<file path="src/tcw_pkg.sv">
package tcw_pkg;

  localparam int DEF_COLUMNS = 80;
  localparam int DEF_ROWS    = 25;

  localparam logic [7:0] NEWLINE_CHAR = 8'd10;

  localparam int IN_DATA_W  = 32;
  localparam int OUT_DATA_W = 32;

  typedef enum logic [1:0] {
    CMD_PUT     = 2'd0,
    CMD_NEWLINE = 2'd1,
    CMD_READ    = 2'd2
  } cmd_kind_e;

  typedef struct packed {
    cmd_kind_e   kind;
    logic [7:0]  character;
    logic [7:0]  color;
    logic [10:0] cell_address;
    logic        end_of_string;
  } cmd_t;

endpackage

</file>
<file path="src/tcw_queue.sv">
module tcw_queue
  import tcw_pkg::*;
(
  input  logic clk_i,
  input  logic rst_ni,
  input  logic push_valid_i,
  output logic push_ready_o,
  input  cmd_t push_cmd_i,
  output logic pop_valid_o,
  input  logic pop_ready_i,
  output cmd_t pop_cmd_o
);

  // two-entry ring
  cmd_t       slot_q [2];
  logic       wr_ptr_q, rd_ptr_q;
  logic [1:0] count_q;
  logic       push, pop;

  assign push_ready_o = (count_q != 2'd2);
  assign pop_valid_o  = (count_q != 2'd0);
  assign push         = push_valid_i && push_ready_o;
  assign pop          = pop_valid_o && pop_ready_i;
  assign pop_cmd_o    = slot_q[rd_ptr_q];

  always_ff @(posedge clk_i or negedge rst_ni) begin
    if (!rst_ni) begin
      wr_ptr_q <= 1'b0;
      rd_ptr_q <= 1'b0;
      count_q  <= 2'd0;
    end else begin
      if (push) begin
        wr_ptr_q <= !wr_ptr_q;
      end
      if (pop) begin
        rd_ptr_q <= !rd_ptr_q;
      end
      if (push && !pop) begin
        count_q <= count_q + 2'd1;
      end else if (pop && !push) begin
        count_q <= count_q - 2'd1;
      end
    end
  end

  always_ff @(posedge clk_i) begin
    if (push) begin
      slot_q[wr_ptr_q] <= push_cmd_i;
    end
  end

endmodule

</file>
<file path="config.mk">
export PLATFORM = sky130hd
export DESIGN_NAME = tcw_queue
export DESIGN_NICKNAME = d
export VERILOG_FILES = /design/src/tcw_pkg.sv /design/src/tcw_queue.sv
export SDC_FILE = /design/constraint.sdc
export NUM_CORES = 1
export LEC_CHECK = 0
export BUFFER_PORTS_ARGS = -buffer_cell sky130_fd_sc_hd__buf_4
export CORE_MARGIN = 3
export CORE_UTILIZATION = 30
export DETAILED_ROUTE_END_ITERATION = 8
export PLACE_DENSITY = 0.5
export RECOVER_POWER = 25
export SLEW_MARGIN = 40
export SYNTH_ARGS = -nofsm -noshare
export SYNTH_HDL_FRONTEND = slang
export SYNTH_SLANG_ARGS = --single-unit
</file>
<file path="constraint.sdc">
create_clock -name clk_i -period 3.1 [get_ports clk_i]
set_clock_uncertainty 0.15 [all_clocks]
set_input_delay 0.155 -clock clk_i [delete_from_list [all_inputs] [get_ports clk_i]]
set_output_delay 0.155 -clock clk_i [all_outputs]
set_load 0.01 [all_outputs]
</file>
After elaboration in Yosys (flattened, before gate mapping)
Memory sizes are Yosys's and may differ from the RTL's.
Cells that the tools add are included.
{"block": "totals", "reg_bits": 4, "ramBits": 60, "in_bits": 34, "output_inout_bits": 32, "word_cells": 21, "memories": 1}
{"block": "op_classes", "n_addsub": 2, "n_eq_ne": 1, "mux": 4, "reduce_logical": 10}
{"name": "slot_q", "words": 2, "word_bits": 30, "rd": 1, "rd_clocked_by_memory_dff": 0, "wr": 1, "line_no": "tcw_queue.sv:15", "text": "cmd_t slot_q [2];"}
{"operator": "logical AND 1 bit", "n": 4}
{"operator": "logical NOT 1 bit", "n": 4}
{"operator": "two-way mux 2 bit", "n": 2}
{"operator": "nonzero test 2 bit", "n": 2}
{"operator": "adder 2 x 1 -> 2 bit (second input constant)", "n": 1}
{"operator": "two-way mux 1 bit", "n": 2}
{"operator": "inequality test 2 bit (second input constant)", "n": 1}
{"operator": "subtractor 2 x 1 -> 2 bit (second input constant)", "n": 1}

Longest topological paths before layout
{"block": "depth", "depth_word": 6, "ltp_mapped": 7, "ltp_nobuf": 7}

Worst setup path after synthesis
OpenSTA, ideal clock, no wires.
{"block": "synth_path", "path_kind": "register to register", "from": "reg count_q[0]", "to": "mem slot_q[0][0] in the netlist's numbering (enable)", "setup_time_ns": 0.417, "arrival_time_ns": 1.924, "required_ns": 2.533, "path_slack_ns": 0.609, "path_stages_with_launch": 4, "path_buffers": 0, "synth_period_minus_slack_ns": 2.491, "cell_sequence": "dfrtp_1 > nand2b_4 > nand2_1 > nor2_1"}
{"block": "synth_between", "elab_chain_cells": 4}
{"item": "start: declaration", "line_no": "tcw_queue.sv:17", "text": "logic [1:0] count_q;"}
{"item": "start signal: assignment", "line_no": "tcw_queue.sv:39", "text": "count_q <= count_q + 2'd1;"}
{"item": "start signal: assignment", "line_no": "tcw_queue.sv:41", "text": "count_q <= count_q - 2'd1;"}
{"item": "inequality test 2 bit", "line_no": "tcw_queue.sv:20", "text": "assign push_ready_o = (count_q != 2'd2);"}
{"item": "net push_ready_o", "line_no": "tcw_queue.sv:7", "text": "output logic push_ready_o,"}
{"item": "logical AND 1 bit", "line_no": "tcw_queue.sv:22", "text": "assign push = push_valid_i && push_ready_o;"}
{"item": "two-way mux 1 bit", "line_no": "tcw_queue.sv:47", "text": "if (push) begin"}
{"item": "two-way mux 1 bit (implied by the code)", "line_no": "tcw_queue.sv:48", "text": "slot_q[wr_ptr_q] <= push_cmd_i;"}
{"item": "end: declaration", "line_no": "tcw_queue.sv:15"}
The timed path passes the listed nets, and every way through them passes these cells.

==> results_dict.tcl <==
set metrics [dict create \
    grt.overflow.total 0 \
    r2r_cells 4 \
    grt_setup_unrepaired "false" \
    fp.dieH_microns 95.2 \
    dr.pass1.iters 4 \
    drive_above_1_share 0.482 \
    grt_start_max_net_pins 31 \
    route.detailed.drc 0 \
    grt_pass1_wl_microns 7270 \
    grtUsageTotal 0.111 \
    antenna_cells 0 \
    final_cell_mix "60 x edfxtp_1, 47 x buf_4, 33 x dlygate4sd3_1, 30 x mux2_2, 15 x clkbuf_4" \
    timing.final.crit_share 0.625 \
    dp_hpwl_microns 3030 \
    io_pins 66 \
    timing.hold.worst.class "primary input to flop" \
    cts-buffers-inserted 9 \
    max-cap-violations 0 \
    worstSetupEndpointType "output pin" \
    post-route-worst-setup-slack_ns 1.16 \
    place.gp.congestion 0.660 \
    place_area_sq_mm 0.00299 \
    clock_sinks 64 \
    avgViaCountPerCell 4.21 \
    holdWs_ns 0.0650 \
    finalNetCount 256 \
    grt_antenna_before_repair 0 \
    report.final.slew_viol_count 0 \
    core_area_sq_mm 0.00749 \
    cts-resized-gates 0 \
    worstPathArrival_ns 1.63 \
    path_clk_slew_ns 0.07 \
    tritoncts "yes" \
    cts_max_level 3 \
    timing.slew.headroom 0.663 \
    insertion_delay_of_the_later_clocked_pin_in_the_worst_skew_pair_ns 0.33 \
    dr.first_iter.drc_count 64 \
    routed_wl_microns 4540 \
    min_path_cells 3 \
    finalCoreUtilization 0.467 \
    report.final.setup_viol 0 \
    clock_tree.buffer_depth 2 \
    timing.critical_path.required_ns 2.79 \
    count_of_nets_left_with_antenna_violations_after_detail_routing 0 \
    start_util 0.319 \
    dp_cells 275 \
    synthesis_warnings 0 \
    p_per_area_mw_per_mm2 838 \
    synthesis.area_per_instance_sq_um 21.5 \
    synth_nets 146 \
    placement.io_buffers 65 \
    die_width_microns 95.2 \
    wire_length_per_cell_after_detailed_routing_microns 14.0 \
    yosysUniqueCellTypes 14 \
    routed_via_count 1369 \
    syn_inst 111 \
    result_of_the_run "completed" \
    design_power_total_mw 2.93 \
    worstSetupPathType "flop to output pin" \
    setup_total_negative_slack_ns 0 \
    finalWorstPathRequiredPeriod_ns 1.94 \
    max-vdd-ir-drop_mv 0.543 \
    post-route-cell-area_sq_mm 0.00349 \
    layout.cells.most_common "edfxtp_1" \
    placement_stage_worst_setup_slack_ns 1.12 \
    stdcell_count 325 \
    synth.ff_latch_count 64 \
    syn_area_sq_mm 0.00238 \
    static-leakage-power_nw 1.32 \
    sequential_cell_area_fraction_in_the_yosys_report 0.797 \
    die_area_sq_mm 0.00906 \
    worstPathMaxFanout 30 \
    placementRows 31 \
    vias_in_the_first_global_route 1488 \
    setup.worst_path.start_class "flop" \
    relative_area_change_from_synthesis_to_final_layout_pct 46.5 \
    fmaxAchievable_ghz 0.516 \
    report.final.hold_viol_count 0 \
    timing_worst_slew_pin_value_ns 0.504 \
    clockRootBuffer "clkbuf_8" \
]
-- layout make-up --
cell class                 count  area (sq um)
timing repair buffer         102           833
fill                         656          3990
sequential                    64          1900
inverter                       1          3.75
clock buffer                  11           131
tap                           99           124
clock inverter                 5          47.5
multi-input combinational     43           453
-- worst max-delay path, stage by stage, from the launching register on --
cell	delay [ns]
dfrtp_1	0.37
buf_4	0.38
mux2_2	0.40
buf_4	0.15
-- per-layer routing --
metal  wire [microns]  vias up  track usage
li1                 -      647            -
met1             1850      664        0.124
met2             2300       53        0.185
met3              341        5       0.0560
met4               44        0       0.0385
met5                0        -            0
-- where the power goes --
| group | total, mW | switching (mW) | internal (mW) |
|---|---|---|---|
| combinational | 1.03 | 0.485 | 0.550 |
| sequential | 1.25 | 0.0649 | 1.19 |
| clock | 0.643 | 0.280 | 0.363 |
-- cell usage after synthesis --
cell type	count	area share
and3_1	1	0.0026
buf_6	3	0.014
dfrtp_1	4	0.042
edfxtp_1	60	0.76
ha_1	1	0.0052
inv_1	1	0.0016
mux2_2	30	0.14
nand2_1	1	0.0016
nand2_4	1	0.0047
nand2b_4	1	0.0058
nor2_1	2	0.0031
or2_4	1	0.0037
xnor2_1	3	0.011
xor2_1	2	0.0073
-- worst paths after layout --
path,start,end,slack (ns)
setup / recovery,rd_ptr_q,pop_cmd_o[12],1.16
hold / removal,push_valid_i,wr_ptr_q,0.06
setup reg to reg,count_q[0],slot_q[0][25],1.27
hold reg to reg,rd_ptr_q,rd_ptr_q,0.34
max in group asynchronous,rst_ni,count_q[1],2.06
min in group asynchronous,rst_ni,count_q[0],0.58
-- sequential cells by signal (all words and copies together) (netlist names) --
signal    count
count_q       2
wr_ptr_q      1
slot_q       60
rd_ptr_q      1
-- cells by family (layout without fill, tap and decap cells) --
kind of cell             Yosys count  count (layout)  share of synthesized area
flip-flops                        64              64                      0.797
AND/OR/NAND/NOR                    7               7                     0.0215
multiplexers                      30              30                      0.142
XOR/XNOR                           5               5                     0.0184
buffers and inverters              4             119                     0.0157
adder cells (fa/ha/maj)            1               1                    0.00525
-- what timing repair did --
action                                 CTS  global route
endpoints found under the hold margin   65             0
setup endpoints to repair                0             0
hold buffers                            33             0
buffers inserted                         0             0
Power figures use the tool's default switching activity.
