==> src/tcw_pkg.sv <==
package tcw_pkg;

  localparam int DEF_COLUMNS = 80;
  localparam int DEF_ROWS    = 25;

  localparam logic [7:0] NEWLINE_CHAR = 8'd10;

  localparam int IN_DATA_W  = 32;
  localparam int OUT_DATA_W = 32;

  typedef enum logic [1:0] {
    CMD_PUT     = 2'd0,
    CMD_NEWLINE = 2'd1,
    CMD_READ    = 2'd2
  } cmd_kind_e;

  typedef struct packed {
    cmd_kind_e   kind;
    logic [7:0]  character;
    logic [7:0]  color;
    logic [10:0] cell_address;
    logic        end_of_string;
  } cmd_t;

endpackage

==> src/tcw_front.sv <==
module tcw_front
  import tcw_pkg::*;
(
  input  logic                 clk_i,
  input  logic                 rst_ni,
  input  logic                 hold_i,
  input  logic                 s_tvalid_i,
  output logic                 s_tready_o,
  input  logic [IN_DATA_W-1:0] s_tdata_i,
  input  logic                 s_tuser_i,
  input  logic                 s_tlast_i,
  output logic                 cmd_valid_o,
  input  logic                 cmd_ready_i,
  output cmd_t                 cmd_o
);

  logic valid_q, valid_d;
  cmd_t cmd_q, cmd_d;
  logic take;

  assign s_tready_o = !hold_i && (!valid_q || cmd_ready_i);
  assign take       = s_tvalid_i && s_tready_o;

  always_comb begin
    cmd_d               = cmd_q;
    valid_d             = valid_q;
    if (cmd_ready_i) begin
      valid_d = 1'b0;
    end
    if (take) begin
      valid_d             = 1'b1;
      cmd_d.character     = s_tdata_i[7:0];
      cmd_d.color         = s_tdata_i[15:8];
      cmd_d.cell_address  = s_tdata_i[26:16];
      cmd_d.end_of_string = s_tlast_i;
      if (s_tuser_i) begin
        cmd_d.kind = CMD_READ;
      end else if (s_tdata_i[7:0] == NEWLINE_CHAR) begin
        cmd_d.kind = CMD_NEWLINE;
      end else begin
        cmd_d.kind = CMD_PUT;
      end
    end
  end

  always_ff @(posedge clk_i or negedge rst_ni) begin
    if (!rst_ni) begin
      valid_q <= 1'b0;
    end else begin
      valid_q <= valid_d;
    end
  end

  always_ff @(posedge clk_i) begin
    cmd_q <= cmd_d;
  end

  assign cmd_valid_o = valid_q;
  assign cmd_o       = cmd_q;

endmodule

==> config.mk <==
export PLATFORM = sky130hd
export DESIGN_NAME = tcw_front
export DESIGN_NICKNAME = d
export VERILOG_FILES = /design/src/tcw_pkg.sv /design/src/tcw_front.sv
export SDC_FILE = /design/constraint.sdc
export NUM_CORES = 1
export LEC_CHECK = 0
export ABC_AREA = 1
export ABC_CLOCK_PERIOD_IN_PS = 3550
export BUFFER_PORTS_ARGS = -buffer_cell sky130_fd_sc_hd__clkbuf_2
export CAP_MARGIN = 30
export CORE_MARGIN = 2
export CORE_UTILIZATION = 30
export DETAILED_ROUTE_END_ITERATION = 10
export GPL_ROUTABILITY_DRIVEN = 0
export PLACE_DENSITY_LB_ADDON = 0.25
export SLEW_MARGIN = 20
export SYNTH_ARGS = -nofsm -noshare
export SYNTH_HDL_FRONTEND = slang
export SYNTH_SLANG_ARGS = --single-unit
==> constraint.sdc <==
create_clock -name clk_i -period 3.55 [get_ports clk_i]
set_input_delay 0.5325 -clock clk_i [delete_from_list [all_inputs] [get_ports clk_i]]
set_output_delay 0.5325 -clock clk_i [all_outputs]
set_load 0.1 [all_outputs]
After elaboration in Yosys (flattened, before gate mapping)
Cells that the tools add are included.
{"block": "word_totals", "word_cells": 16, "regBits": 31, "out_inout_bits": 32, "inputBits": 39}
{"block": "classes", "muxes": 3, "n_reduce_logical": 6, "eq_ne": 1}
{"op": "$eq 8x4->1 const B", "n": 1}
{"op": "$mux 1", "n": 3}
{"op": "$logic_and 1x1->1", "n": 2}
{"op": "$logic_not 1->1", "n": 2}
{"op": "$reduce_bool 2->1", "n": 1}
{"op": "$logic_or 1x1->1", "n": 1}

Depth between registers and ports, before layout
Gate-level depths: netlist (run 1).
{"block": "logic_depth", "ltp_word": 5, "mapped_depth": 4, "mapped_depth_nobuf": 4}

Worst setup path before layout (run 1)
OpenSTA, ideal clock, no wires.
{"block": "synth_path", "path_type": "reg2reg", "from": "register valid_q, in the netlist cmd_valid_o", "to": "register cmd_q (netlist bit cmd_o[0]), enable pin", "setup_ns": 0.455, "required_ns": 3.095, "path_buffers": 0, "arrival_time_ns": 3.034, "period_less_slack_ns": 3.489, "slack_ns": 0.061, "stages_incl_launch_ff": 4, "cell_sequence": "dfrtp_1 > inv_1 > nor2_1 > nor3_1"}
{"block": "synth_between", "elab_chain_cells": 4}
{"element": "start, declared", "line": "tcw_front.sv:17", "rtl": "logic valid_q, valid_d;"}
{"element": "start signal, assigned", "line": "tcw_front.sv:50", "rtl": "valid_q <= valid_d;"}
{"element": "$logic_not 1->1", "line": "tcw_front.sv:21", "rtl": "assign s_tready_o = !hold_i && (!valid_q || cmd_ready_i);"}
{"element": "$logic_or 1x1->1", "line": "tcw_front.sv:21"}
{"element": "$logic_and 1x1->1", "line": "tcw_front.sv:21"}
{"element": "$logic_and 1x1->1", "line": "tcw_front.sv:22", "rtl": "assign take = s_tvalid_i && s_tready_o;"}
{"element": "via take", "line": "tcw_front.sv:19", "rtl": "logic take;"}
{"element": "end signal, assigned", "line": "tcw_front.sv:55", "rtl": "cmd_q <= cmd_d;"}
{"element": "end, declared", "line": "tcw_front.sv:18", "rtl": "cmd_t cmd_q, cmd_d;"}
The timed path passes the listed nets, and every way through them passes these cells.
A chain may end at the register's enable or synchronous reset.

Worst setup path after layout (run 1)
{"block": "layout_path", "from": "register valid_q, in the netlist cmd_valid_o", "to": "output port s_tready_o"}
{"block": "layout_between", "elab_chain_cells": 3}
{"element": "$logic_not 1->1", "line": "tcw_front.sv:21"}
{"element": "$logic_or 1x1->1", "line": "tcw_front.sv:21"}
{"element": "$logic_and 1x1->1", "line": "tcw_front.sv:21"}
{"element": "end, declared", "line": "tcw_front.sv:8", "rtl": "output logic s_tready_o,"}
No other way between the ends.

==> flow_summary.json, run 1 <==
{
  "worstSetupPathType": "reg -> out",
  "cts.reportedPaths.clkPinSlew_ns": 0.09,
  "timing.critical_path.max_delay_family": "buffers and inverters",
  "cp.required_ns": 3.02,
  "critical-path-top-cell-by-count": "sky130_fd_sc_hd__nor2_1",
  "floorplan.initialDensity": 0.320,
  "switchingPower_mw": 0.252,
  "timing.clock.skew_ns": 0.00462,
  "timing.final.hold_violations": 0,
  "drt-vias-per-instance": 4.11,
  "synthesis.yosys.warnings": 0,
  "delay_of_the_slowest_cell_on_the_worst_path_ns": 0.45,
  "cts_hold_buffers": 1,
  "detailed_placement_hpwl_um": 1440,
  "timing.critical_path.arrival_ns": 1.36,
  "first_global_vias": 612,
  "root_buffer": "sky130_fd_sc_hd__clkbuf_4",
  "buffering_stage_count_on_the_worst_path_with_inverters_included": 2,
  "die_width_um": 61.5,
  "syn-num-nets": 86,
  "cell_accounting_for_the_most_synthesized_area": "sky130_fd_sc_hd__edfxtp_1",
  "drc": 0,
  "synth.yosys.seq_area_share": 0.932,
  "fmax_mhz": 527,
  "first_pass_grt_wire_length_um": 2580,
  "num_rows": 20,
  "critical_path_peak_fanout": 2,
  "grt_util_all_layers": 0.105,
  "finalSetupViolations": 0,
  "placement.io_buffers": 65,
  "max-vdd-ir-drop_v": 0.000254,
  "cap_violations": 0,
  "core_region_area_um2": 3100,
  "num_antenna_cells": 0,
  "cpMaxStageDelayCell": "sky130_fd_sc_hd__clkbuf_2",
  "share_of_the_clock_period_used_by_the_worst_path": 0.534,
  "critical_path.cell_chain": "inv_1, nor2_1, nor2_1, clkbuf_2",
  "netSwitchingFraction": 0.299,
  "grt_start_max_net_pins": 31,
  "dr_total_vias": 682,
  "regToRegSetupSlack_ns": 2.22,
  "share_clk_of_total_power": 0.305,
  "timing_max_transition_violations_final": 0,
  "worst_slew_margin_rel": 0.632,
  "wl_um": 1870,
  "post-layout-total-power_mw": 0.843,
  "number_of_antenna_violations_at_the_first_check_in_global_routing": 0,
  "finalCriticalPeriod_ns": 1.90,
  "clock_latency_ns": 0.32,
  "crit_path_start_kind": "register",
  "design.die.area_um2": 3790,
  "ant_nets_after_route": 0,
  "htree_num_levels": 2,
  "power_leakage_nw": 0.655,
  "synth-seq-cells": 31,
  "synth_top_area_frac": 0.907,
  "avgRoutedWirePerCell_um": 11.3,
  "post_synth_instance_area_um2": 993,
  "p_seq_frac": 0.503,
  "cts_repair_resize_count": 0,
  "ios": 71,
  "clockBufferDepth": 2,
  "hp-class": "in -> reg",
  "iteration_0_drc_markers": 33,
  "power.density_cell_area_nw_per_um2": 572,
  "rsz_0062_raised_after_global_routing": "false",
  "tritoncts": "done",
  "cts_inserted_buffers": 5,
  "drive_gt1_frac": 0.615,
  "post_synth_main_area_contributors": "sky130_fd_sc_hd__edfxtp_1, sky130_fd_sc_hd__dfrtp_1, sky130_fd_sc_hd__nor2_1",
  "tightest_slew_ns": 0.555,
  "result_of_the_run": "completed",
  "setup-tns-final_ns": 0,
  "internal_power_summed_over_all_cells_mw": 0.591,
  "worstSetupEndpointType": "primary output",
  "number_of_detailed_routing_iterations_run_before_antenna_repair": 4,
  "layout_nets": 160,
  "final_util": 0.475,
  "syn_avg_cell_area_um2": 21.1,
  "synth.lib_cells_used.distinct": 9,
  "overflow": 0,
  "power.share.combinational": 0.192,
  "cts.sink_count": 31,
  "area_growth_pct": 48.2,
  "syn_inst": 47,
  "cts_setup_buffers": 0,
  "die-height_um": 61.5
}
==> layer usage <==
metal / wire length (um) / track usage / vias to the layer above
li1: - / - / 320
met1: 603 / 0.0921 / 315
met2: 949 / 0.171 / 42
met3: 266 / 0.0756 / 5
met4: 50 / 0.0638 / 0
met5: 0 / 0 / -
==> logic make-up after synthesis <==
group	count (synthesis)	synth area share
DFF	31	0.932
and+or+nand+nor	10	0.0428
buffers and inverters	5	0.0189
AOI/OAI and AO/OA	1	0.00630
==> power by group through the flow <==
stage                     Clock (mW)  Sequential [mW]  Combinational (mW)
after global placement             0            0.432               0.161
after floorplan                    0            0.543              0.0162
final                          0.257            0.424               0.162
after detailed placement           0            0.432               0.163
after global routing           0.279            0.426               0.169
after CTS                      0.268            0.424               0.164
==> synth_stat cells <==
cell,instances
sky130_fd_sc_hd__nor2_2,1
sky130_fd_sc_hd__dfrtp_1,1
sky130_fd_sc_hd__nor3_1,1
sky130_fd_sc_hd__edfxtp_1,30
sky130_fd_sc_hd__nand3_1,1
sky130_fd_sc_hd__o22ai_1,1
sky130_fd_sc_hd__nand2_1,1
sky130_fd_sc_hd__nor2_1,6
sky130_fd_sc_hd__inv_1,5
==> worst register-to-register path, cell delays in order, from the launching register on <==
cell                      delay, ns
sky130_fd_sc_hd__dfrtp_1       0.39
sky130_fd_sc_hd__inv_1         0.07
sky130_fd_sc_hd__nor2_1        0.06
sky130_fd_sc_hd__nor3_2        0.11
sky130_fd_sc_hd__buf_4         0.37
==> cells in the final DEF, fill, tap and decap left out, drive strengths merged <==
cell	netlist	layout
o22ai	1	1
dfrtp	1	1
nor2	7	7
edfxtp	30	30
buf	0	1
inv	5	5
clkbuf	0	70
nand2	1	1
nand3	1	1
nor3	1	1
bufinv	0	1
dlygate4sd3	0	1
clkinv	0	2
==> area by class of cell <==
cell class                 count  area (um^2)
clock inverter                 3         38.8
tap                           44         55.1
sequential                    31          926
fill                         297         1630
multi-input combinational     11         53.8
inverter                       5         18.8
clock buffer                   5         37.5
timing repair buffer          67          343
==> flip-flops by register name (all words and copies together), names as in the netlist <==
| name | cells |
|---|---|
| cmd_o | 30 |
| cmd_valid_o | 1 |
==> worst paths after layout <==
check / startpoint / to / depth (start not counted)
worst max-delay path: cmd_valid_o / s_tready_o / 4
max in group asynchronous: rst_ni / cmd_valid_o / 2
worst min-delay path: s_tdata_i[22] / cmd_o[7] / 1
min in group asynchronous: rst_ni / cmd_valid_o / 2
worst max register to register: cmd_valid_o / cmd_o[17] / 4
worst min register to register: cmd_valid_o / cmd_valid_o / 2
==> metrics by stage <==
stage	hold slack [ns]	cells	worst slack, ns	instance area (um^2)
final	0.381	166	1.65	1470
after global routing	0.353	166	1.58	1470
after CTS	0.360	166	1.62	1470
after detailed placement	0.311	157	1.80	1390
after global placement	0.307	157	1.81	1390
after floorplan	0.237	47	0.0614	993
Note: power is estimated with default switching activity, not from simulation.
==> inputs of run 2 (changes only) <==
--- a/config.mk
+++ b/config.mk
@@ -6,7 +6,7 @@
 export NUM_CORES = 1
 export LEC_CHECK = 0
 export ABC_AREA = 1
-export ABC_CLOCK_PERIOD_IN_PS = 3550
+export ABC_CLOCK_PERIOD_IN_PS = 1940
 export BUFFER_PORTS_ARGS = -buffer_cell sky130_fd_sc_hd__clkbuf_2
 export CAP_MARGIN = 30
 export CORE_MARGIN = 2
==> constraint.sdc (replaced) <==
create_clock -name clk_i -period 1.94 [get_ports clk_i]
set_input_delay 0.291 -clock clk_i [delete_from_list [all_inputs] [get_ports clk_i]]
set_output_delay 0.291 -clock clk_i [all_outputs]
set_load 0.1 [all_outputs]
==> run 2 against run 1 <==
  * Via count down 2.2%
  * Clock skew up 0.0033 ns
  * Sequential cell count unchanged
  * Global-route usage down 0.13 points
  * Sequential share of layout area up 0.094 points
  * Combinational power up 88%
  * Worst hold slack worse by 0.24 ns
  * Wire length down 1.3%
  * Largest power group unchanged
  * Total power up 69%
  * Final cell count up 0.60%
==> flow_summary.json, run 2 (same netlist as run 1, synthesis figures left out) <==
{
  "reg2reg_depth": 4,
  "timing_max_transition_violations_final": 0,
  "tritoncts": "done",
  "cts_repair_resize_count": 0,
  "timing.clock.skew_ns": 0.00791,
  "cts.sink_count": 31,
  "overflow": 0,
  "timing.critical_path.arrival_ns": 1.44,
  "tightest_slew_ns": 0.553,
  "placement.io_buffers": 65,
  "cts.reportedPaths.clkPinSlew_ns": 0.09,
  "layout_nets": 161,
  "worst_slew_margin_rel": 0.633,
  "hp-class": "in -> reg",
  "wl_um": 1850,
  "floorplan.initialDensity": 0.320,
  "cap_violations": 0,
  "cp.depth": 4,
  "die-height_um": 61.5,
  "iteration_0_drc_markers": 10,
  "area_growth_pct": 48.6,
  "clock_latency_ns": 0.31,
  "buffering_stage_count_on_the_worst_path_with_inverters_included": 2,
  "first_global_vias": 598,
  "dr_total_vias": 667,
  "layout_commonest_cell": "sky130_fd_sc_hd__clkbuf_2",
  "result_of_the_run": "completed",
  "finalSetupViolations": 0,
  "final_util": 0.476,
  "htree_num_levels": 2,
  "cts_hold_buffers": 1,
  "drc": 0,
  "crit_path_start_kind": "register",
  "share_of_the_clock_period_used_by_the_worst_path": 0.894,
  "worstSetupEndpointType": "primary output",
  "num_rows": 20,
  "rsz_0062_raised_after_global_routing": "false",
  "worstSetupPathType": "reg -> out",
  "design.die.area_um2": 3790,
  "timing.final.hold_violations": 0,
  "num_antenna_cells": 0,
  "die_width_um": 61.5,
  "clockBufferDepth": 2,
  "final.fill_count": 314,
  "avgRoutedWirePerCell_um": 11.1,
  "fmax_mhz": 577,
  "cpMaxStageDelayCell": "sky130_fd_sc_hd__dfrtp_4",
  "grt_start_max_net_pins": 17,
  "grt_util_all_layers": 0.104,
  "detailed_placement_hpwl_um": 1420,
  "worst_hold_slack_ns": 0.145,
  "number_of_detailed_routing_iterations_run_before_antenna_repair": 4,
  "power.density_cell_area_nw_per_um2": 962,
  "whs_path_depth": 1,
  "critical_path.cell_chain": "inv_4, nor2_4, nor2_2, clkbuf_2",
  "cts_setup_buffers": 0,
  "core_region_area_um2": 3100,
  "drt-vias-per-instance": 3.99,
  "timing.critical_path.max_delay_family": "buffers and inverters",
  "root_buffer": "sky130_fd_sc_hd__clkbuf_4",
  "ios": 71,
  "cp.required_ns": 1.65,
  "first_pass_grt_wire_length_um": 2590,
  "layout.cells.most_common_list": "sky130_fd_sc_hd__clkbuf_2, sky130_fd_sc_hd__edfxtp_1, sky130_fd_sc_hd__clkbuf_4, sky130_fd_sc_hd__inv_1, sky130_fd_sc_hd__nor2_1",
  "ant_nets_after_route": 0,
  "delay_of_the_slowest_cell_on_the_worst_path_ns": 0.50,
  "number_of_antenna_violations_at_the_first_check_in_global_routing": 0,
  "max-vdd-ir-drop_v": 0.000449,
  "largest_reg_flops": 30,
  "critical_path_peak_fanout": 2,
  "finalCriticalPeriod_ns": 1.73,
  "cts_inserted_buffers": 5,
  "drive_gt1_frac": 0.642,
  "power_leakage_nw": 0.648
}
run 2: metrics by stage:
step / cells / setup slack, ns / total power, mW / TNS [ns] / instance area [um^2]
floorplan: 47 / -0.00202 / 1.03 / -0.0607 / 1020
global placement: 158 / 0.560 / 1.10 / 0 / 1420
detailed placement: 158 / 0.554 / 1.10 / 0 / 1420
CTS: 167 / 0.174 / 1.45 / 0 / 1480
global route: 167 / 0.137 / 1.49 / 0 / 1480
finish: 167 / 0.206 / 1.42 / 0 / 1480
run 2: layout make-up:
| class | instances | area [um^2] | area share |
|---|---|---|---|
| tap | 44 | 55.1 | 0.0373 |
| multi-input combinational | 11 | 70.1 | 0.0475 |
| sequential | 31 | 930 | 0.630 |
| clock buffer | 7 | 45.0 | 0.0305 |
| clock inverter | 1 | 5.00 | 0.00339 |
| inverter | 5 | 21.3 | 0.0144 |
| timing repair buffer | 68 | 350 | 0.237 |
run 2: final timing paths:
kind / slack, ns / startpoint / endpoint
worst max-delay path: 0.21 / cmd_valid_o / s_tready_o
min in group asynchronous: 0.27 / rst_ni / cmd_valid_o
worst max register to register: 0.62 / cmd_valid_o / cmd_o[2]
worst min register to register: 0.65 / cmd_valid_o / cmd_valid_o
max in group asynchronous: 1.57 / rst_ni / cmd_valid_o
worst min-delay path: 0.14 / s_tdata_i[23] / cmd_o[8]
run 2: layer usage:
metal,up-vias,routed length [um],track usage
met3,5,219,0.0651
met1,296,724,0.114
met2,42,878,0.150
li1,324,-,-
met5,-,0,0
met4,0,24,0.0638
run 2: power breakdown:
group | internal, mW | total [mW] | switching, mW
Sequential | 0.769 | 0.777 | 0.00761
Combinational | 0.0514 | 0.304 | 0.253
Clock | 0.141 | 0.340 | 0.199
Total | 0.962 | 1.42 | 0.459
==> inputs of run 3 (changes only) <==
--- a/config.mk
+++ b/config.mk
@@ -5,7 +5,6 @@
 export SDC_FILE = /design/constraint.sdc
 export NUM_CORES = 1
 export LEC_CHECK = 0
-export ABC_AREA = 1
 export ABC_CLOCK_PERIOD_IN_PS = 1940
 export BUFFER_PORTS_ARGS = -buffer_cell sky130_fd_sc_hd__clkbuf_2
 export CAP_MARGIN = 30
@@ -14,6 +13,7 @@
 export DETAILED_ROUTE_END_ITERATION = 10
 export GPL_ROUTABILITY_DRIVEN = 0
 export PLACE_DENSITY_LB_ADDON = 0.25
+export SKIP_LAST_GASP = 1
 export SLEW_MARGIN = 20
 export SYNTH_ARGS = -nofsm -noshare
 export SYNTH_HDL_FRONTEND = slang
==> run 3 against run 2 <==
  * Combinational power down 3%
  * Clock power grew 37%
  * Synthesized cell count fell by 17%
  * Area after synthesis shrank 1.8%
  * First-iteration DRC count fell by 10%
  * Core utilization is 0.43 points higher
  * Largest cell class unchanged
==> flow_summary.json, run 3 <==
{
  "die_width_um": 61.0,
  "post-layout-total-power_mw": 1.54,
  "clock_latency_ns": 0.31,
  "share_clk_of_total_power": 0.303,
  "timing_max_transition_violations_final": 0,
  "tightest_slew_ns": 0.553,
  "overflow": 0,
  "largest_reg_flops": 30,
  "critical_path.startpoint": "cmd_valid_o",
  "timing.rr.start": "cmd_valid_o",
  "ant_nets_after_route": 0,
  "cell_accounting_for_the_most_synthesized_area": "sky130_fd_sc_hd__edfxtp_1",
  "syn-num-nets": 78,
  "critical_path_peak_fanout": 3,
  "setup_ws_ns": 0.198,
  "regToRegSetupSlack_ns": 0.55,
  "die-height_um": 61.0,
  "netSwitchingFraction": 0.294,
  "cap_violations": 0,
  "rsz_0062_raised_after_global_routing": "false",
  "layout_nets": 152,
  "crit_path_end": "s_tready_o",
  "num_rows": 20,
  "core_region_area_um2": 3080,
  "synth.yosys.seq_area_share": 0.949,
  "htree_num_levels": 2,
  "setup-tns-final_ns": 0,
  "cts.sink_count": 31,
  "iteration_0_drc_markers": 9,
  "clockBufferDepth": 2,
  "share_of_the_clock_period_used_by_the_worst_path": 0.898,
  "grt_util_all_layers": 0.103,
  "post-place-cells": 149,
  "num_antenna_cells": 0,
  "synth-seq-cells": 31,
  "first_pass_grt_wire_length_um": 2600,
  "drc": 0,
  "number_of_antenna_violations_at_the_first_check_in_global_routing": 0,
  "layout_commonest_cell": "sky130_fd_sc_hd__clkbuf_2",
  "finalSetupViolations": 0,
  "power.share.combinational": 0.192,
  "hp-class": "in -> reg",
  "worstSetupEndpointType": "primary output",
  "cts.reportedPaths.clkPinSlew_ns": 0.09,
  "cts_inserted_buffers": 5,
  "reg2reg_to": "cmd_o[14]",
  "dp_slack_ns": 0.483,
  "syn_inst": 39,
  "p_seq_frac": 0.505,
  "fmax_mhz": 574,
  "grt_start_max_net_pins": 21,
  "timing.final.hold_violations": 0,
  "area_growth_pct": 51.4,
  "post_synth_most_frequent_cells": "sky130_fd_sc_hd__edfxtp_1, sky130_fd_sc_hd__nand2b_1, sky130_fd_sc_hd__nor2_1",
  "worstSetupPathType": "reg -> out",
  "result_of_the_run": "completed",
  "syn_avg_cell_area_um2": 25.0,
  "synthesis.yosys.warnings": 0,
  "synth_most_common_cell": "sky130_fd_sc_hd__edfxtp_1",
  "layout.cells.non_filler": 158,
  "timing.clock.skew_ns": 0.00370,
  "crit_path_start_kind": "register",
  "tritoncts": "done",
  "wl_um": 1820,
  "root_buffer": "sky130_fd_sc_hd__clkbuf_4",
  "finalCriticalPeriod_ns": 1.74,
  "internal_power_summed_over_all_cells_mw": 1.08,
  "number_of_detailed_routing_iterations_run_before_antenna_repair": 2,
  "first_global_vias": 642,
  "timing.critical_path.arrival_ns": 1.45,
  "avgRoutedWirePerCell_um": 11.5,
  "drt-vias-per-instance": 4.06,
  "dr_total_vias": 642,
  "power_leakage_nw": 0.640,
  "final.fill_count": 283,
  "postSynth.topFlopCell": "sky130_fd_sc_hd__edfxtp_1",
  "ios": 71,
  "synth_top_area_frac": 0.923,
  "worst_slew_margin_rel": 0.633,
  "power.density_cell_area_nw_per_um2": 1040,
  "post_synth_instance_area_um2": 976,
  "floorplan.initialDensity": 0.317,
  "final_area_um2": 1480,
  "design.die.area_um2": 3730,
  "synth.lib_cells_used.distinct": 8,
  "layout.cells.most_common_list": "sky130_fd_sc_hd__clkbuf_2, sky130_fd_sc_hd__edfxtp_1, sky130_fd_sc_hd__clkbuf_4, sky130_fd_sc_hd__nor2_4, sky130_fd_sc_hd__nand2b_1",
  "reg2reg_depth": 3,
  "switchingPower_mw": 0.452,
  "cp.required_ns": 1.65,
  "placement.io_buffers": 65,
  "drive_gt1_frac": 0.658,
  "post_synth_main_area_contributors": "sky130_fd_sc_hd__edfxtp_1, sky130_fd_sc_hd__dfrtp_1, sky130_fd_sc_hd__nand2b_1",
  "ys_async_sr_fraction": 0.0323,
  "cts_setup_buffers": 0,
  "synth-edff-count": 30,
  "max-vdd-ir-drop_v": 0.000602,
  "detailed_place.area_um2": 1390
}
run 3: worst min-delay path by stage:
stage | from | end | slack [ns] | depth (start not counted)
floorplan | rst_ni | cmd_valid_o | -0.005 | 0
global placement | rst_ni | cmd_valid_o | 0.07 | 1
detailed placement | rst_ni | cmd_valid_o | 0.07 | 1
CTS | s_tdata_i[21] | cmd_o[6] | 0.13 | 1
global route | s_tdata_i[26] | cmd_o[11] | 0.12 | 1
finish | s_tdata_i[21] | cmd_o[6] | 0.15 | 1
run 3: final cells by class:
type | instances | area (um^2) | share of cell area
clock buffers | 5 | 37.5 | 0.0254
clock inverters | 3 | 38.8 | 0.0262
multi-input cells | 8 | 65.1 | 0.0440
flip-flops and latches | 31 | 926 | 0.627
well taps | 44 | 55.1 | 0.0373
repair buffers | 67 | 355 | 0.240
run 3: routing by layer:
| metal | GRT usage | vias up | wire length, um | part of all wire |
|---|---|---|---|---|
| met5 | 0 | - | 0 | 0 |
| met4 | 0.0745 | 0 | 37 | 0.020 |
| met3 | 0.0567 | 5 | 218 | 0.12 |
| met2 | 0.176 | 46 | 906 | 0.50 |
| met1 | 0.0900 | 288 | 657 | 0.36 |
| li1 | - | 303 | - | - |
run 3: cell families (layout without fill, tap and decap cells):
| group | Yosys count | count (layout) | share of synthesized area |
|---|---|---|---|
| flip-flops | 31 | 31 | 0.949 |
| AND/OR/NAND/NOR | 8 | 8 | 0.0513 |
| buffers and inverters | 0 | 75 | 0 |
run 3: critical path, cell delays in order (launching register included):
cell and delay, ns:
sky130_fd_sc_hd__dfrtp_1 0.35, sky130_fd_sc_hd__nor2b_1 0.38, sky130_fd_sc_hd__nor2_4 0.03, sky130_fd_sc_hd__clkbuf_2 0.37
run 3: stage by stage:
stage / utilization / hold WS [ns]
after global routing: 0.480 / 0.120
after floorplan: - / -0.00459
after detailed placement: 0.452 / 0.0730
after CTS: 0.480 / 0.125
final: 0.480 / 0.152
after global placement: 0.452 / 0.0658
run 3: repair_timing:
action | 4_1_cts | 5_1_grt
hold buffers | 1 | 0
hold endpoints to repair | 1 | 0
gates resized for setup | 0 | 0
run 3: power by group through the flow:
stage / logic [mW] / registers [mW] / clock network, mW
3_5_place_dp: 0.296 / 0.790 / 0
4_1_cts: 0.298 / 0.775 / 0.489
3_3_place_gp: 0.294 / 0.789 / 0
5_1_grt: 0.306 / 0.777 / 0.509
6_report: 0.295 / 0.775 / 0.466
2_1_floorplan: 0.0307 / 0.987 / 0
